### src/sfd_pkg.sv
// Shared types and constants for the stereo feedback delay.
// No dependencies; the other files that use it refer to it by scoped names.
package sfd_pkg;

	localparam int DELAY_W = 16;
	localparam int GAIN_W  = 17;
	localparam int LEN_W   = 13;
	localparam int CFG_IW  = 2;
	localparam int CFG_DW  = 17;
	// settings are kept as signed Q.32 / Q16.16 values
	localparam int RAMP_W  = 35;
	localparam int DIV_W   = 34;
	localparam int GAIN_OW = 33;

	localparam logic [GAIN_W-1:0]  GAIN_ONE     = 17'd65536;
	localparam logic [DELAY_W-1:0] DELAY_RESET  = 16'd4800;
	localparam logic [GAIN_W-1:0]  FB_RESET     = 17'd0;
	localparam logic [GAIN_W-1:0]  MIX_RESET    = 17'd0;
	localparam logic [LEN_W-1:0]   RAMP_RESET   = 13'd480;

	typedef enum logic [CFG_IW-1:0] {
		REG_DELAY    = 2'd0,
		REG_FEEDBACK = 2'd1,
		REG_MIX      = 2'd2,
		REG_RAMP     = 2'd3
	} reg_index_t;

	typedef struct packed {
		logic rd;
		logic mul;
		logic fin;
		logic clr;
	} lane_ctrl_t;

	function automatic logic signed [RAMP_W-1:0] delay_target(input logic [DELAY_W-1:0] v);
		return $signed({3'b000, v, 16'h0000});
	endfunction

	function automatic logic signed [RAMP_W-1:0] gain_target(input logic [GAIN_W-1:0] v);
		logic [GAIN_W-1:0] c;
		c = (v > GAIN_ONE) ? GAIN_ONE : v;
		return $signed({2'b00, c, 16'h0000});
	endfunction

endpackage

### src/sfd_div.sv
// Restoring divider, one quotient bit per cycle, signed result.
// Depends on sfd_pkg.
module sfd_div (
	input  logic                              clk,
	input  logic                              arst_n,
	input  logic                              start,
	input  logic                              neg,
	input  logic [sfd_pkg::DIV_W-1:0]         dividend,
	input  logic [sfd_pkg::LEN_W-1:0]         divisor,
	output logic                              busy,
	output logic                              done,
	output logic signed [sfd_pkg::RAMP_W-1:0] quotient
);
	localparam int CW = $clog2(sfd_pkg::DIV_W);

	logic [sfd_pkg::LEN_W-1:0] rem_q;
	logic [sfd_pkg::LEN_W-1:0] div_q;
	logic [sfd_pkg::DIV_W-1:0] quo_q;
	logic [CW-1:0]             cnt_q;
	logic                      busy_q, done_q, neg_q;
	logic [sfd_pkg::LEN_W:0]   trial;
	logic                      fits;

	assign trial = {rem_q, quo_q[sfd_pkg::DIV_W-1]};
	assign fits  = trial >= {1'b0, div_q};

	always_ff @(posedge clk or negedge arst_n) begin
		if (!arst_n) begin
			busy_q <= 1'b0;
			done_q <= 1'b0;
			cnt_q  <= '0;
		end else begin
			done_q <= 1'b0;
			if (start) begin
				busy_q <= 1'b1;
				cnt_q  <= CW'(sfd_pkg::DIV_W - 1);
			end else if (busy_q) begin
				cnt_q <= cnt_q - 1'b1;
				if (cnt_q == '0) begin
					busy_q <= 1'b0;
					done_q <= 1'b1;
				end
			end
		end
	end

	always_ff @(posedge clk) begin
		if (start) begin
			rem_q <= '0;
			div_q <= divisor;
			quo_q <= dividend;
			neg_q <= neg;
		end else if (busy_q) begin
			rem_q <= fits ? sfd_pkg::LEN_W'(trial - {1'b0, div_q})
			              : trial[sfd_pkg::LEN_W-1:0];
			quo_q <= {quo_q[sfd_pkg::DIV_W-2:0], fits};
		end
	end

	assign busy     = busy_q;
	assign done     = done_q;
	assign quotient = neg_q ? -$signed({1'b0, quo_q}) : $signed({1'b0, quo_q});
endmodule

### src/sfd_ramp.sv
// Linear glide of one setting toward its target, with step division.
// Depends on sfd_pkg and sfd_div.
module sfd_ramp #(
	parameter logic signed [sfd_pkg::RAMP_W-1:0] RESET_NOW = '0
) (
	input  logic                              clk,
	input  logic                              arst_n,
	input  logic                              aim,
	input  logic signed [sfd_pkg::RAMP_W-1:0] aim_target,
	input  logic [sfd_pkg::LEN_W-1:0]         ramp_len,
	input  logic                              advance,
	input  logic signed [sfd_pkg::RAMP_W-1:0] target,
	output logic signed [sfd_pkg::RAMP_W-1:0] now,
	output logic                              busy
);
	logic signed [sfd_pkg::RAMP_W-1:0] now_q, step_q, diff, quo;
	logic [sfd_pkg::LEN_W-1:0]         left_q;
	logic                              div_start, div_busy, div_done;
	logic [sfd_pkg::DIV_W-1:0]         mag;

	assign diff      = aim_target - now_q;
	assign mag       = diff[sfd_pkg::RAMP_W-1] ? sfd_pkg::DIV_W'(-diff)
	                                            : sfd_pkg::DIV_W'(diff);
	assign div_start = aim && (ramp_len != '0);

	sfd_div u_div (
		.clk      (clk),
		.arst_n   (arst_n),
		.start    (div_start),
		.neg      (diff[sfd_pkg::RAMP_W-1]),
		.dividend (mag),
		.divisor  (ramp_len),
		.busy     (div_busy),
		.done     (div_done),
		.quotient (quo)
	);

	always_ff @(posedge clk or negedge arst_n) begin
		if (!arst_n) begin
			now_q  <= RESET_NOW;
			step_q <= '0;
			left_q <= '0;
		end else if (aim) begin
			if (ramp_len == '0) begin
				now_q  <= aim_target;
				step_q <= '0;
				left_q <= '0;
			end else begin
				left_q <= ramp_len;
			end
		end else if (div_done) begin
			step_q <= quo;
		end else if (advance) begin
			if (left_q == '0) begin
				now_q <= target;
			end else begin
				left_q <= left_q - 1'b1;
				now_q  <= (left_q != sfd_pkg::LEN_W'(1)) ? now_q + step_q : target;
			end
		end
	end

	assign now  = now_q;
	assign busy = div_busy | div_done;
endmodule

### config.mk
export PLATFORM = sky130hd
export DESIGN_NAME = sfd_ramp
export DESIGN_NICKNAME = d
export VERILOG_FILES = /design/src/sfd_pkg.sv /design/src/sfd_div.sv /design/src/sfd_ramp.sv
export SDC_FILE = /design/constraint.sdc
export NUM_CORES = 1
export LEC_CHECK = 0
export BUFFER_PORTS_ARGS = -buffer_cell sky130_fd_sc_hd__buf_4
export CAP_MARGIN = 20
export CORE_UTILIZATION = 65
export CTS_BUF_LIST = sky130_fd_sc_hd__clkbuf_4 sky130_fd_sc_hd__clkbuf_8
export DETAILED_ROUTE_END_ITERATION = 10
export PLACE_DENSITY = 0.93
export SLEW_MARGIN = 20
export SYNTH_ARGS = -nofsm -noshare
export SYNTH_HDL_FRONTEND = slang
export SYNTH_SLANG_ARGS = --single-unit
### constraint.sdc
create_clock -name clk -period 6.3 [get_ports clk]
set_clock_uncertainty 0.05 [all_clocks]
set_input_delay 0.315 -clock clk [delete_from_list [all_inputs] [get_ports clk]]
set_output_delay 0.315 -clock clk [all_outputs]
set_load 0.03 [all_outputs]
=== Yosys cells after proc, flatten, opt, wreduce, memory -nomap -nowiden ===
Cells that the tools add are included.

* Equal/unequal tests: 4
* Add/sub/neg operators: 7
* $lt $le $gt $ge: 1
* Reductions and logical operators: 11
* Multiplexer cells: 27
* Bitwise operators: 1

{| class="wikitable"
|+ Operators with widths
! operator !! count
|-
| two-way mux 35 bit || 10
|-
| two-way mux 34 bit || 3
|-
| two-way mux 13 bit || 6
|-
| adder 35 bit || 1
|-
| negator 34 -> 35 bit || 1
|-
| subtractor 35 bit || 1
|-
| negator 34 bit || 1
|-
| zero test 13 bit || 2
|-
| >= comparator 14 x 13 -> 1 bit || 1
|-
| inequality test 13 x 1 -> 1 bit, second input constant || 1
|-
| nonzero test 13 bit || 1
|-
| subtractor 13 x 1 -> 13 bit, second input constant || 1
|-
| subtractor 13 bit || 1
|-
| two-way mux 6 bit || 2
|-
| zero test 6 bit || 1
|-
| two-way mux 1 bit || 6
|-
| AND reduction 3 bit || 2
|-
| nonzero test 2 bit || 3
|-
| subtractor 6 x 1 -> 6 bit, second input constant || 1
|-
| inequality test 2 bit, second input constant || 2
|-
| inequality test 2 x 1 -> 1 bit, second input constant || 1
|-
| AND reduction 2 bit || 1
|-
| logical AND 1 bit || 1
|-
| bitwise OR 1 bit || 1
|}

* Output and inout bits: 36
* Bits of input ports: 87
* Word-level logic and storage cells: 61
* Register bits: 152

=== Longest topological paths before layout ===
Gate-level depths: netlist of the first run.

* Depth after elaboration: 6
* Gate-level depth with buffers: 17

=== Cells and area by module ===
From an unflattened synthesis of the first run, not the netlist that was laid out.

* Cells, all modules: 1491
* Area, all modules: 12948.7 um2

{| class="wikitable"
|+ By module, submodules not included
! module !! area an instance (um2) !! instances !! cells each
|-
| sfd_ramp || 8644.5 || 1 || 1095
|-
| sfd_div || 4304.1 || 1 || 396
|}

=== Worst setup path after synthesis of the first run ===
Ideal clock, no wire load.

* Path type: register -> register
* From: register now_q, in the netlist now[0]
* To: register u_div.quo_q[32] (netlist name) (data pin)
* Data required time: 5990 ps
* Arrival: 3657 ps
* Stages on the path, launching flop included: 15
* Buffers on the path: 0
* Setup time: 260 ps
* Path slack: 2333 ps
* Cells stage by stage: dfrtp_1 -> ha_1 -> inv_1 -> fa_1 -> a211oi_1 -> o211ai_1 -> and3_1 -> or3_1 -> a222oi_1 -> and3_2 -> nand4_4 -> nor4_2 -> a21oi_1 -> xnor2_1 -> mux2_2

* Cells in the longest elaborated chain, start to end: 4

{| class="wikitable"
|+ RTL lines
! what !! RTL line !! RTL
|-
| from (decl) || sfd_ramp.sv:16 || <nowiki>logic signed [sfd_pkg::RAMP_W-1:0] now_q, step_q, diff, quo;</nowiki>
|-
| from (signal assigned) || sfd_ramp.sv:45 || <nowiki>now_q <= aim_target;</nowiki>
|-
| from (signal assigned) || sfd_ramp.sv:55 || <nowiki>now_q <= target;</nowiki>
|-
| from (signal assigned) || sfd_ramp.sv:58 || <nowiki>now_q <= (left_q != sfd_pkg::LEN_W'(1)) ? now_q + step_q : target;</nowiki>
|-
| subtractor 35 bit * || sfd_ramp.sv:21 || <nowiki>assign diff = aim_target - now_q;</nowiki>
|-
| negator 34 bit || sfd_ramp.sv:22 || <nowiki>assign mag = diff[sfd_pkg::RAMP_W-1] ? sfd_pkg::DIV_W'(-diff)</nowiki>
|-
| two-way mux 34 bit * || sfd_ramp.sv:22 ||
|-
| two-way mux 34 bit * || sfd_div.sv:48 || <nowiki>if (start) begin</nowiki>
|-
| to (signal assigned) || sfd_div.sv:51 || <nowiki>quo_q <= dividend;</nowiki>
|-
| to (signal assigned) || sfd_div.sv:56 || <nowiki>quo_q <= {quo_q[sfd_pkg::DIV_W-2:0], fits};</nowiki>
|-
| to (decl) || sfd_div.sv:18 || <nowiki>logic [sfd_pkg::DIV_W-1:0] quo_q;</nowiki>
|}

Every way passes the cells marked *; elsewhere a longest branch is shown, timed or not.
A chain may end at the register's enable or synchronous reset.

=== Worst setup path after layout of the first run ===
* From: register now_q, in the netlist now[15]
* To: register u_div.quo_q[24] (netlist name) (data pin)

The elaborated chain is that of the path after synthesis.

==> results of run 1 <==
## worst reg2reg max path, cell delays in order (launching register included)
cell and delay, ns:
dfrtp_1 0.40, inv_1 0.07, ha_1 0.43, nand2_1 0.15
o21ai_1 0.48, a221oi_1 0.24, a211oi_1 0.43, a31oi_1 0.22
o21ai_1 0.22, a21oi_2 0.10, xor2_2 0.14, buf_4 0.21
inv_2 0.40, o31ai_1 0.17, xor2_1 0.16, o21ai_0 0.22
## cell usage after synthesis, drive strengths merged, types with 14 or more instances
| master | instances | share of area [%] |
|---|---|---|
| ha | 87 | 8.6 |
| inv | 85 | 2.5 |
| or3 | 19 | 0.93 |
| clkbuf | 50 | 1.5 |
| nand2 | 201 | 5.9 |
| o22ai | 22 | 1.1 |
| nor2 | 110 | 3.2 |
| xor2 | 76 | 5.3 |
| mux2i | 29 | 2.3 |
| edfxtp | 48 | 11 |
| nand3 | 21 | 0.83 |
| nor2b | 18 | 0.89 |
| buf | 15 | 0.70 |
| o21bai | 14 | 0.83 |
| o31ai | 26 | 1.9 |
| dfrtp | 91 | 18 |
| nor3 | 39 | 1.5 |
| o21a | 18 | 1.1 |
| xnor2 | 58 | 4.1 |
| a21oi | 103 | 4.1 |
| a211oi | 30 | 1.8 |
| a21o | 23 | 1.4 |
| o21ai | 149 | 6.0 |
| nand2b | 19 | 0.99 |
## sequential cells by signal (all words and copies together), names as in the netlist
| signal | flops |
|---|---|
| left_q | 13 |
| now | 35 |
| step_q | 35 |
| u_div.busy | 1 |
| u_div.cnt_q | 6 |
| u_div.div_q | 13 |
| u_div.done | 1 |
| u_div.neg_q | 1 |
| u_div.quo_q | 34 |
| u_div.rem_q | 13 |
## what timing repair did
item | CTS | global route
hold buffers | 14 | 0
endpoints found under the hold margin | 24 | 0
resized for setup | 0 | 0
## cells by family (layout without fill, tap and decap cells)
family / Yosys count / after routing / share of synthesized area (%)
flops: 152 / 152 / 31.3
simple gates: 502 / 502 / 18.7
mux: 32 / 32 / 2.55
buf+inv: 150 / 267 / 4.68
compound gates: 475 / 475 / 24.4
xor+xnor: 134 / 134 / 9.35
fa+ha+maj: 90 / 90 / 9.03
## worst paths after layout
path / from / to / cells past startpoint
worst min-delay path: target[22] / now[22] / 3
worst max-delay path: now[15] / u_div.quo_q[24] / 15
min in group asynchronous: arst_n / now[24] / 2
max in group asynchronous: arst_n / u_div.cnt_q[3] / 3
worst min register to register: step_q[31] / step_q[31] / 2
worst max register to register: now[15] / u_div.quo_q[24] / 15
## placed cells by master, fill, tap and decap left out, drive strengths merged, types with 6 or more instances in the layout
master,instances
and3,9
dlygate4sd3,14
clkbuf,17
o22ai,22
a31oi,11
nand2,201
a21oi,103
a21o,23
nand4,13
and2,6
a221oi,7
dfrtp,91
buf,136
o32ai,6
o21ai,149
mux2i,29
nand2b,19
or2,10
o41ai,6
ha,87
nor2,110
xor2,76
o21bai,14
dfxtp,13
edfxtp,48
nor2b,18
or3,19
nand3,21
nor3,39
or4,10
o211ai,12
inv,94
o21a,18
a211oi,30
o31ai,26
xnor2,58
nor4,13
## layout make-up
type / count / area [um^2]
Multi-Input combinational cell: 1233 / 8150
Fill cell: 1349 / 4630
Sequential cell: 152 / 3980
Timing Repair Buffer: 150 / 1160
Tap cell: 260 / 325
Inverter: 85 / 319
Clock buffer: 17 / 234
Clock inverter: 15 / 153
## per-stage QoR
step,std cells,total power [mW],utilization [%]
after CTS,1912,7.37,75.6
after global routing,1912,8.00,75.6
final,1912,7.49,75.6
after floorplan,1535,5.38,-
after detailed placement,1866,6.57,72.8
after global placement,1866,6.42,72.8
## report_power, final
part / total [mW] / internal, mW / leakage, nW / switching, mW
Clock: 0.774 / 0.296 / 0.188 / 0.477
Sequential: 1.89 / 1.45 / 1.76 / 0.441
Combinational: 4.83 / 1.95 / 4.37 / 2.88
Total: 7.49 / 3.69 / 6.32 / 3.80
## per-layer routing
layer / vias up / GRT usage (%) / share of wire, %
met4: 0 / 22.8 / 5.7
met2: 706 / 64.6 / 47
li1: 5781 / - / -
met1: 5810 / 46.0 / 39
met3: 153 / 7.26 / 8.4
met5: - / 0 / 0
==> impl_metrics.yaml, run 1 <==
finish:
  diodes: 0
  fin_nets: 1816
  final_layout_size_suffix_gt1_share_pct: 12.7
  final_cell_area_mm2: 0.0143
  areaGrowthSynthToFinish_pct: 12.7
yosys:
  avgSynthCellArea_um2: 8.28
  synth_warnings: 0
  synth_edf_count: 48
  syn_nets: 1712
  yosysSeqAreaShare_pct: 31.3
  synthArstFlopShare_pct: 59.9
  syn_inst: 1535
  netlist_area_mm2: 0.0127
  ys_seq_elements: 152
  synth-main-ff-cell: "dfrtp_1"
  ys_types: 88
worst_setup_path:
  cp_common_cell: "o21ai_1"
  start_kind: "flip-flop"
  path_cells: "inv_1 -> ha_1 -> nand2_1 -> o21ai_1 -> a221oi_1 -> a211oi_1 -> a31oi_1 -> o21ai_1 -> a21oi_2 -> xor2_2 -> buf_4 -> inv_2 -> o31ai_1 -> xor2_1 -> o21ai_0"
  crit_type: "flip-flop to flip-flop"
  arrival_ns: 4.52
  critPathBufInv: 3
  cp.required_ns: 6.55
  cpLargestDelayFamily: "compound AO/OA/AOI/OAI gates"
  reg2reg_slack_ns: 2.03
  crit_path_end_kind: "flip-flop"
  slowest_stage: "o21ai_1"
  max_stage_delay_ns: 0.48
  critPathMaxFanout: 23
floorplan:
  placementRows: 50
  core_area_mm2: 0.0190
  dieHeight_um: 142
  die-area_mm2: 0.0201
  die_width_um: 142
  start_util_pct: 67.1
  num_io_pins: 123
global_route:
  antenna_found_initial: 0
  grt_usage_pct: 38.5
  grt_pass1_wl_um: 60300
  grt_pass1_vias: 11900
  grt_overflow_total: 0
  grt_max_degree: 81
sta:
  period_share_pct: 67.8
  max_slew_margin_pct: 26.8
  worst_slew_pin_slew_ns: 1.10
  final-hold-violation-count: 0
  period_needed_ns: 4.27
  setup_slack_ns: 2.03
  timing.setup.tns_ns: 0
  final.hold.worst_slack_ns: 0.0392
  setup_viol: 0
  rsz0062_at_grt: "no"
  slew_violations: 0
  fmax_mhz: 234
status:
  outcome: "finished, final reports clean"
routing:
  dr.pass1.iters: 8
  avgRoutedWirePerCell_um: 19.7
  totalWireLength_um: 37800
  vias_per_cell: 6.51
  dr_total_vias: 12500
  drc: 0
  ant_nets: 0
  drt_iter0_markers: 1335
clocking:
  clkLatencyLatePin_ns: 0.49
  cts_tree: "built"
  clk_pin_slew_worst_paths_ns: 0.11
  root_buffer: "clkbuf_8"
  htreeDepth: 4
  cts_max_path_buffers: 2
  cts.sinks: 152
  postCtsSetupBuffers: 0
  cts_buffers: 17
power:
  power_density_mw_per_mm2: 523
  cellLeakagePower_nw: 6.32
  ir_drop_uv: 352
place:
  placed_area_mm2: 0.0138
  gp_congestion: 1.02
  dpl_worst_slack_ns: 2.06
  port_buffers: 122
  hpwl_um: 27800
job:
  cap_violations: 0
worst_hold_path:
  hold_path_class: "primary input to flip-flop"
(Power assumes the default switching activity.)
==> inputs of run 2 (changes only) <==
--- a/config.mk
+++ b/config.mk
@@ -5,12 +5,13 @@
 export SDC_FILE = /design/constraint.sdc
 export NUM_CORES = 1
 export LEC_CHECK = 0
+export ABC_AREA = 1
 export BUFFER_PORTS_ARGS = -buffer_cell sky130_fd_sc_hd__buf_4
 export CAP_MARGIN = 20
-export CORE_UTILIZATION = 65
+export CORE_UTILIZATION = 57
 export CTS_BUF_LIST = sky130_fd_sc_hd__clkbuf_4 sky130_fd_sc_hd__clkbuf_8
 export DETAILED_ROUTE_END_ITERATION = 10
-export PLACE_DENSITY = 0.93
+export PLACE_DENSITY = 0.87
 export SLEW_MARGIN = 20
 export SYNTH_ARGS = -nofsm -noshare
 export SYNTH_HDL_FRONTEND = slang
==> constraint.sdc (replaced) <==
create_clock -name clk -period 3.8 [get_ports clk]
set_clock_uncertainty 0.05 [all_clocks]
set_input_delay 0.19 -clock clk [delete_from_list [all_inputs] [get_ports clk]]
set_output_delay 0.19 -clock clk [all_outputs]
set_load 0.03 [all_outputs]
==> run 2 against run 1 <==
Compared with the run above:
- count of clock-buffer cells in the layout grew 1
- critical path type is now primary input to flip-flop
- critical path depth grew 2
- via count grew 30%
- clock power grew 74%
- combinational power is essentially flat
- global-route usage grew 3.1 points
==> impl_metrics.yaml, run 2 <==
place:
  hpwl_um: 42800
  port_buffers: 122
  gp_congestion: 1.11
  placed_cells: 2713
sta:
  final-hold-violation-count: 0
  fmax_mhz: 280
  slew_violations: 0
  rsz0062_at_grt: "no"
  timing.setup.tns_ns: 0
  worst_slew_pin_slew_ns: 1.08
  period_share_pct: 94.0
  max_slew_margin_pct: 27.9
  setup_viol: 0
  period_needed_ns: 3.57
yosys:
  synth-main-ff-cell: "dfrtp_1"
  synth_warnings: 0
  syn_inst: 2299
  yosysSeqAreaShare_pct: 27.6
  netlist_top_cells_area: "nand2_1 19%, dfrtp_1 16%, edfxtp_1 10%, inv_1 8.2%, ha_1 7.6%"
  synth_top_area_share_pct: 19.4
  avgSynthCellArea_um2: 6.27
  synthArstFlopShare_pct: 59.9
  ys_top_cells_by_count: "746 x nand2_1, 313 x inv_1, 238 x nor2_1, 155 x nand3_1, 137 x o21ai_0"
  ys_types: 52
  ys_seq_elements: 152
  post-synth-top-count-cell: "nand2_1"
  synth_edf_count: 48
  netlist_area_mm2: 0.0144
  syn_nets: 2476
  synth_top_area_cell: "nand2_1"
clocking:
  cts_tree: "built"
  htreeDepth: 4
  cts.sinks: 152
  postCtsSetupBuffers: 0
  root_buffer: "clkbuf_8"
  clkLatencyLatePin_ns: 0.47
  cts_buffers: 17
  clk_pin_slew_worst_paths_ns: 0.12
  cts_max_path_buffers: 2
worst_setup_path:
  worstSetupStartpoint: "aim_target[0]"
  arrival_ns: 3.70
  start_kind: "primary input"
  crit_type: "primary input to flip-flop"
  crit_path_end_kind: "flip-flop"
  critPathMaxFanout: 34
  cp.required_ns: 3.93
  reg2reg_from: "now[0]"
global_route:
  antenna_found_initial: 0
  grt_overflow_total: 0
  grt_pass1_vias: 15200
  grt_pass1_wl_um: 83000
  grt_usage_pct: 41.6
  grt_max_degree: 76
floorplan:
  dieHeight_um: 161
  start_util_pct: 58.7
  die_width_um: 161
  die-area_mm2: 0.0259
  placementRows: 57
  num_io_pins: 123
  core_area_mm2: 0.0245
finish:
  mostFrequentLayoutCell: "nand2_1"
  layout.cells.non_filler: 2778
  final_layout_size_suffix_gt1_share_pct: 9.33
  multi_input_area_mm2: 0.00900
  most-common-layout-cells: "746 x nand2_1, 311 x inv_1, 238 x nor2_1"
  fin_nets: 2618
  diodes: 0
  fill_cells: 2246
  final_core_utilization_pct: 66.9
  areaGrowthSynthToFinish_pct: 13.9
  seq_area_mm2: 0.00398
power:
  ir_drop_uv: 299
  power_density_mw_per_mm2: 535
  p_total_mw: 8.78
  cellLeakagePower_nw: 8.50
routing:
  dr.pass1.iters: 6
  avgRoutedWirePerCell_um: 19.3
  dr_total_vias: 16200
  ant_nets: 0
  vias_per_cell: 5.83
  drc: 0
  drt_iter0_markers: 1815
  totalWireLength_um: 53500
job:
  cap_violations: 0
worst_hold_path:
  hold_path_class: "primary input to flip-flop"
  hold_start: "target[23]"
status:
  outcome: "finished, final reports clean"
## run 2: cell count changes after synthesis, sizes merged, moves of 29 or more
cell	change
nor2	+134
nand3	+139
inv	+232
xor2	-37
nand2	+565
mux2i	-29
xnor2	-35
## run 2: final cells by class
cell class | count | area share [%]
Inverter | 318 | 7.28
Tap cell | 324 | 2.47
Clock buffer | 18 | 1.47
Timing Repair Buffer | 178 | 8.65
Sequential cell | 152 | 24.3
Clock inverter | 14 | 1.01
Multi-Input combinational cell | 1774 | 54.9
## run 2: power by group
part | leakage, nW | switching, mW | total (mW) | internal (mW)
logic | 6.53 | 3.18 | 4.80 | 1.62
clock network | 0.199 | 0.736 | 1.35 | 0.612
registers | 1.78 | 0.486 | 2.63 | 2.14
## run 2: layer usage
layer	track usage [%]	vias up	part of all wire, %
met5	0	-	0
met4	19.0	0	5.0
met3	7.37	149	10
met2	66.6	891	44
met1	54.7	7428	41
li1	-	7734	-
## run 2: cell families (layout without fill, tap and decap cells)
group	count (synthesis)	after routing	synth area share, %
and+or+nand+nor	1255	1255	36.3
buffers and inverters	373	528	9.94
AOI/OAI and AO/OA	367	367	14.2
DFF	152	152	27.6
adders and majority gates	90	90	7.97
xor gates and xnor gates	62	62	3.90
## run 2: through the flow
stage	cell area (um^2)	hold slack (ns)	setup WS [ns]
after floorplan	14400	-0.156	0.949
after global placement	15700	0.176	0.402
after detailed placement	15700	0.160	0.386
after CTS	16400	0.00211	0.324
after global routing	16400	0.0217	0.0195
final	16400	0.0145	0.227
## run 2: worst max-delay path: stages
cell and delay (ns):
dlygate4sd3_1 0.55, buf_4 0.16, inv_1 0.05, ha_1 0.20
inv_1 0.13, fa_1 0.45, nand3_1 0.12, nand3_2 0.12
nand2_2 0.10, nand2_2 0.07, nand2_2 0.08, nand2_4 0.07
xnor2_4 0.79, o21ai_0 0.26, xor2_1 0.20, nand2_1 0.06
o21ai_0 0.08
## run 2: what timing repair did
item	in CTS	in global routing
hold endpoints to repair	79	0
hold buffers	33	0
endpoints found under the setup margin	0	0
resized for setup	0	0
## run 2: path summary, 6_finish.rpt
kind / endpoint / slack, ns / cells after the start
max: u_div.quo_q[8] / 0.23 / 17
min: now[23] / 0.01 / 5
max reg2reg: u_div.quo_q[8] / 0.26 / 14
min reg2reg: u_div.rem_q[4] / 0.44 / 2
max in group asynchronous: step_q[12] / 2.63 / 3
min in group asynchronous: now[1] / 0.19 / 2
==> inputs of run 3 (changes only) <==
==> constraint.sdc (replaced) <==
create_clock -name clk -period 2.9 [get_ports clk]
set_clock_uncertainty 0.05 [all_clocks]
set_input_delay 0.145 -clock clk [delete_from_list [all_inputs] [get_ports clk]]
set_output_delay 0.145 -clock clk [all_outputs]
set_load 0.03 [all_outputs]
==> run 3 against run 2 <==
Compared with the run above:
- the run now ends with negative setup slack left
- wire length increased by 19%
- utilization increased by 10 points
- total power increased by 57%
- largest power group unchanged
- highest routed layer is now met5
==> impl_metrics.yaml, run 3 (synthesis gave the netlist of run 2 again) <==
routing:
  avgRoutedWirePerCell_um: 21.6
  vias_per_cell: 6.23
  totalWireLength_um: 63800
  drt_iter0_markers: 3043
  dr.pass1.iters: 9
  dr_total_vias: 18400
  drc: 0
  ant_nets: 0
clocking:
  cts.sinks: 152
  cts_max_path_buffers: 2
  root_buffer: "clkbuf_8"
  clkLatencyLatePin_ns: 0.48
  clk_pin_slew_worst_paths_ns: 0.12
  cts_tree: "built"
  htreeDepth: 4
  cts_buffers: 17
power:
  sw_frac_of_total_pct: 50.6
  p_sw_mw: 6.95
  cellLeakagePower_nw: 9.52
  p_clk_share_pct: 12.7
  combPwrFrac_pct: 62.5
  p_int_mw: 6.80
  power_frac_seq_pct: 24.9
  power_density_mw_per_mm2: 726
  ir_drop_uv: 493
sta:
  max_slew_margin_pct: 30.0
  worst_slew_pin_slew_ns: 1.05
  final-hold-violation-count: 0
  final.hold.worst_slack_ns: 0.0410
  timing.setup.tns_ns: -7.48
  period_share_pct: 114
  setup_slack_ns: -0.409
  fmax_mhz: 302
  period_needed_ns: 3.31
  rsz0062_at_grt: "yes"
  setup_viol: 31
  slew_violations: 0
finish:
  diodes: 0
  layout.cells.non_filler: 2955
  final_cell_area_mm2: 0.0189
  final_layout_size_suffix_gt1_share_pct: 23.4
  areaGrowthSynthToFinish_pct: 31.4
  fin_nets: 2795
  mostFrequentLayoutCell: "nand2_1"
  most-common-layout-cells: "674 x nand2_1, 304 x buf_4, 292 x inv_1"
  fill_cells: 1777
floorplan:
  core_area_mm2: 0.0245
  die-area_mm2: 0.0259
  dieHeight_um: 161
  start_util_pct: 58.7
  num_io_pins: 123
  die_width_um: 161
  placementRows: 57
place:
  placed_cells: 2857
  hpwl_um: 44800
  dpl_worst_slack_ns: -0.169
  gp_congestion: 1.06
  port_buffers: 122
  placed_area_mm2: 0.0168
worst_setup_path:
  critPathMaxFanout: 7
  crit_type: "flip-flop to flip-flop"
  cp.required_ns: 3.09
  reg2reg_depth: 18
  crit_path_end_kind: "flip-flop"
  arrival_ns: 3.50
  slowest_stage: "dfrtp_1"
  start_kind: "flip-flop"
  path_cells: "inv_2 -> ha_1 -> nand3_1 -> nand2_2 -> buf_4 -> nand2_1 -> nand3_1 -> nand2_2 -> inv_1 -> nand2_2 -> nor2_4 -> nand3_4 -> nor2_4 -> nand3_4 -> nand2_4 -> nand3b_1 -> nand3_1 -> nand2_1"
  max_stage_delay_ns: 0.39
global_route:
  grt_pass1_vias: 16600
  grt_max_degree: 59
  antenna_found_initial: 0
  grt_usage_pct: 44.0
  grt_overflow_total: 0
  grt_pass1_wl_um: 88100
status:
  outcome: "finished, violations left"
  violations: "negative setup slack"
worst_hold_path:
  hold_path_class: "primary input to flip-flop"
  holdPathStages: 5
job:
  cap_violations: 0
run 3: changes by cell type in the layout (fill, tap and decap cells not counted), moves of 14 or more:
cell	change
a21oi_1	-14
nor2_1	-43
nor2_4	+17
nand2_1	-72
nand3_1	-20
ha_1	-29
inv_2	+19
nor2_2	+26
buf_4	+159
inv_1	-19
nand2_4	+14
ha_4	+25
nand2_2	+58
run 3: path summary, 6_finish.rpt:
path	slack, ns	end	startpoint
hold / removal	0.04	now[34]	target[34]
setup / recovery	-0.41	u_div.quo_q[33]	now[1]
max in group asynchronous	1.75	now[16]	arst_n
hold reg to reg	0.44	u_div.rem_q[6]	u_div.rem_q[6]
setup reg to reg	-0.41	u_div.quo_q[33]	now[1]
min in group asynchronous	0.25	left_q[5]	arst_n
run 3: repair_timing:
item | in CTS | in global routing
resized for setup | 38 | 250
hold buffers | 38 | 0
buffers inserted | 8 | 17
endpoints found under the hold margin | 102 | 0
pin swaps | 8 | 49
gates cloned | 0 | 3
endpoints found under the setup margin | 19 | 49
run 3: through the flow:
step / power, mW / util (%)
6_report: 13.7 / 77.2
5_1_grt: 14.3 / 77.2
4_1_cts: 12.2 / 72.3
3_5_place_dp: 10.2 / 68.4
3_3_place_gp: 10.0 / 68.4
2_1_floorplan: 7.60 / -
run 3: cell type report:
cell class	count	area [um^2]	share of cell area (%)
well taps	324	405	2.14
clock buffers	18	241	1.28
repair buffers	355	2890	15.2
multi-input cells	1774	10100	53.2
inverters	318	1200	6.33
flip-flops and latches	152	3980	21.0
clock inverters	14	156	0.826
run 3: power groups by stage:
stage	Combinational [mW]	Sequential (mW)	Clock (mW)
floorplan	4.20	3.39	0
global placement	6.68	3.34	0
detailed placement	6.87	3.38	0
CTS	7.14	3.33	1.70
global route	9.11	3.44	1.78
finish	8.59	3.42	1.74
run 3: worst max-delay path: cells and delay by family (launching register included):
kind                       cells  cell delay (ns)
adders and majority gates      1             0.34
buffers and inverters          3             0.42
DFF                            1             0.39
and+or+nand+nor               14             1.85
run 3: routing by layer:
layer / vias to the layer above / part of all wire (%) / track usage (%)
li1: 8095 / - / -
met1: 8329 / 35 / 55.5
met2: 1517 / 43 / 71.2
met3: 457 / 13 / 7.32
met4: 2 / 9.2 / 25.4
met5: - / 0.091 / 0
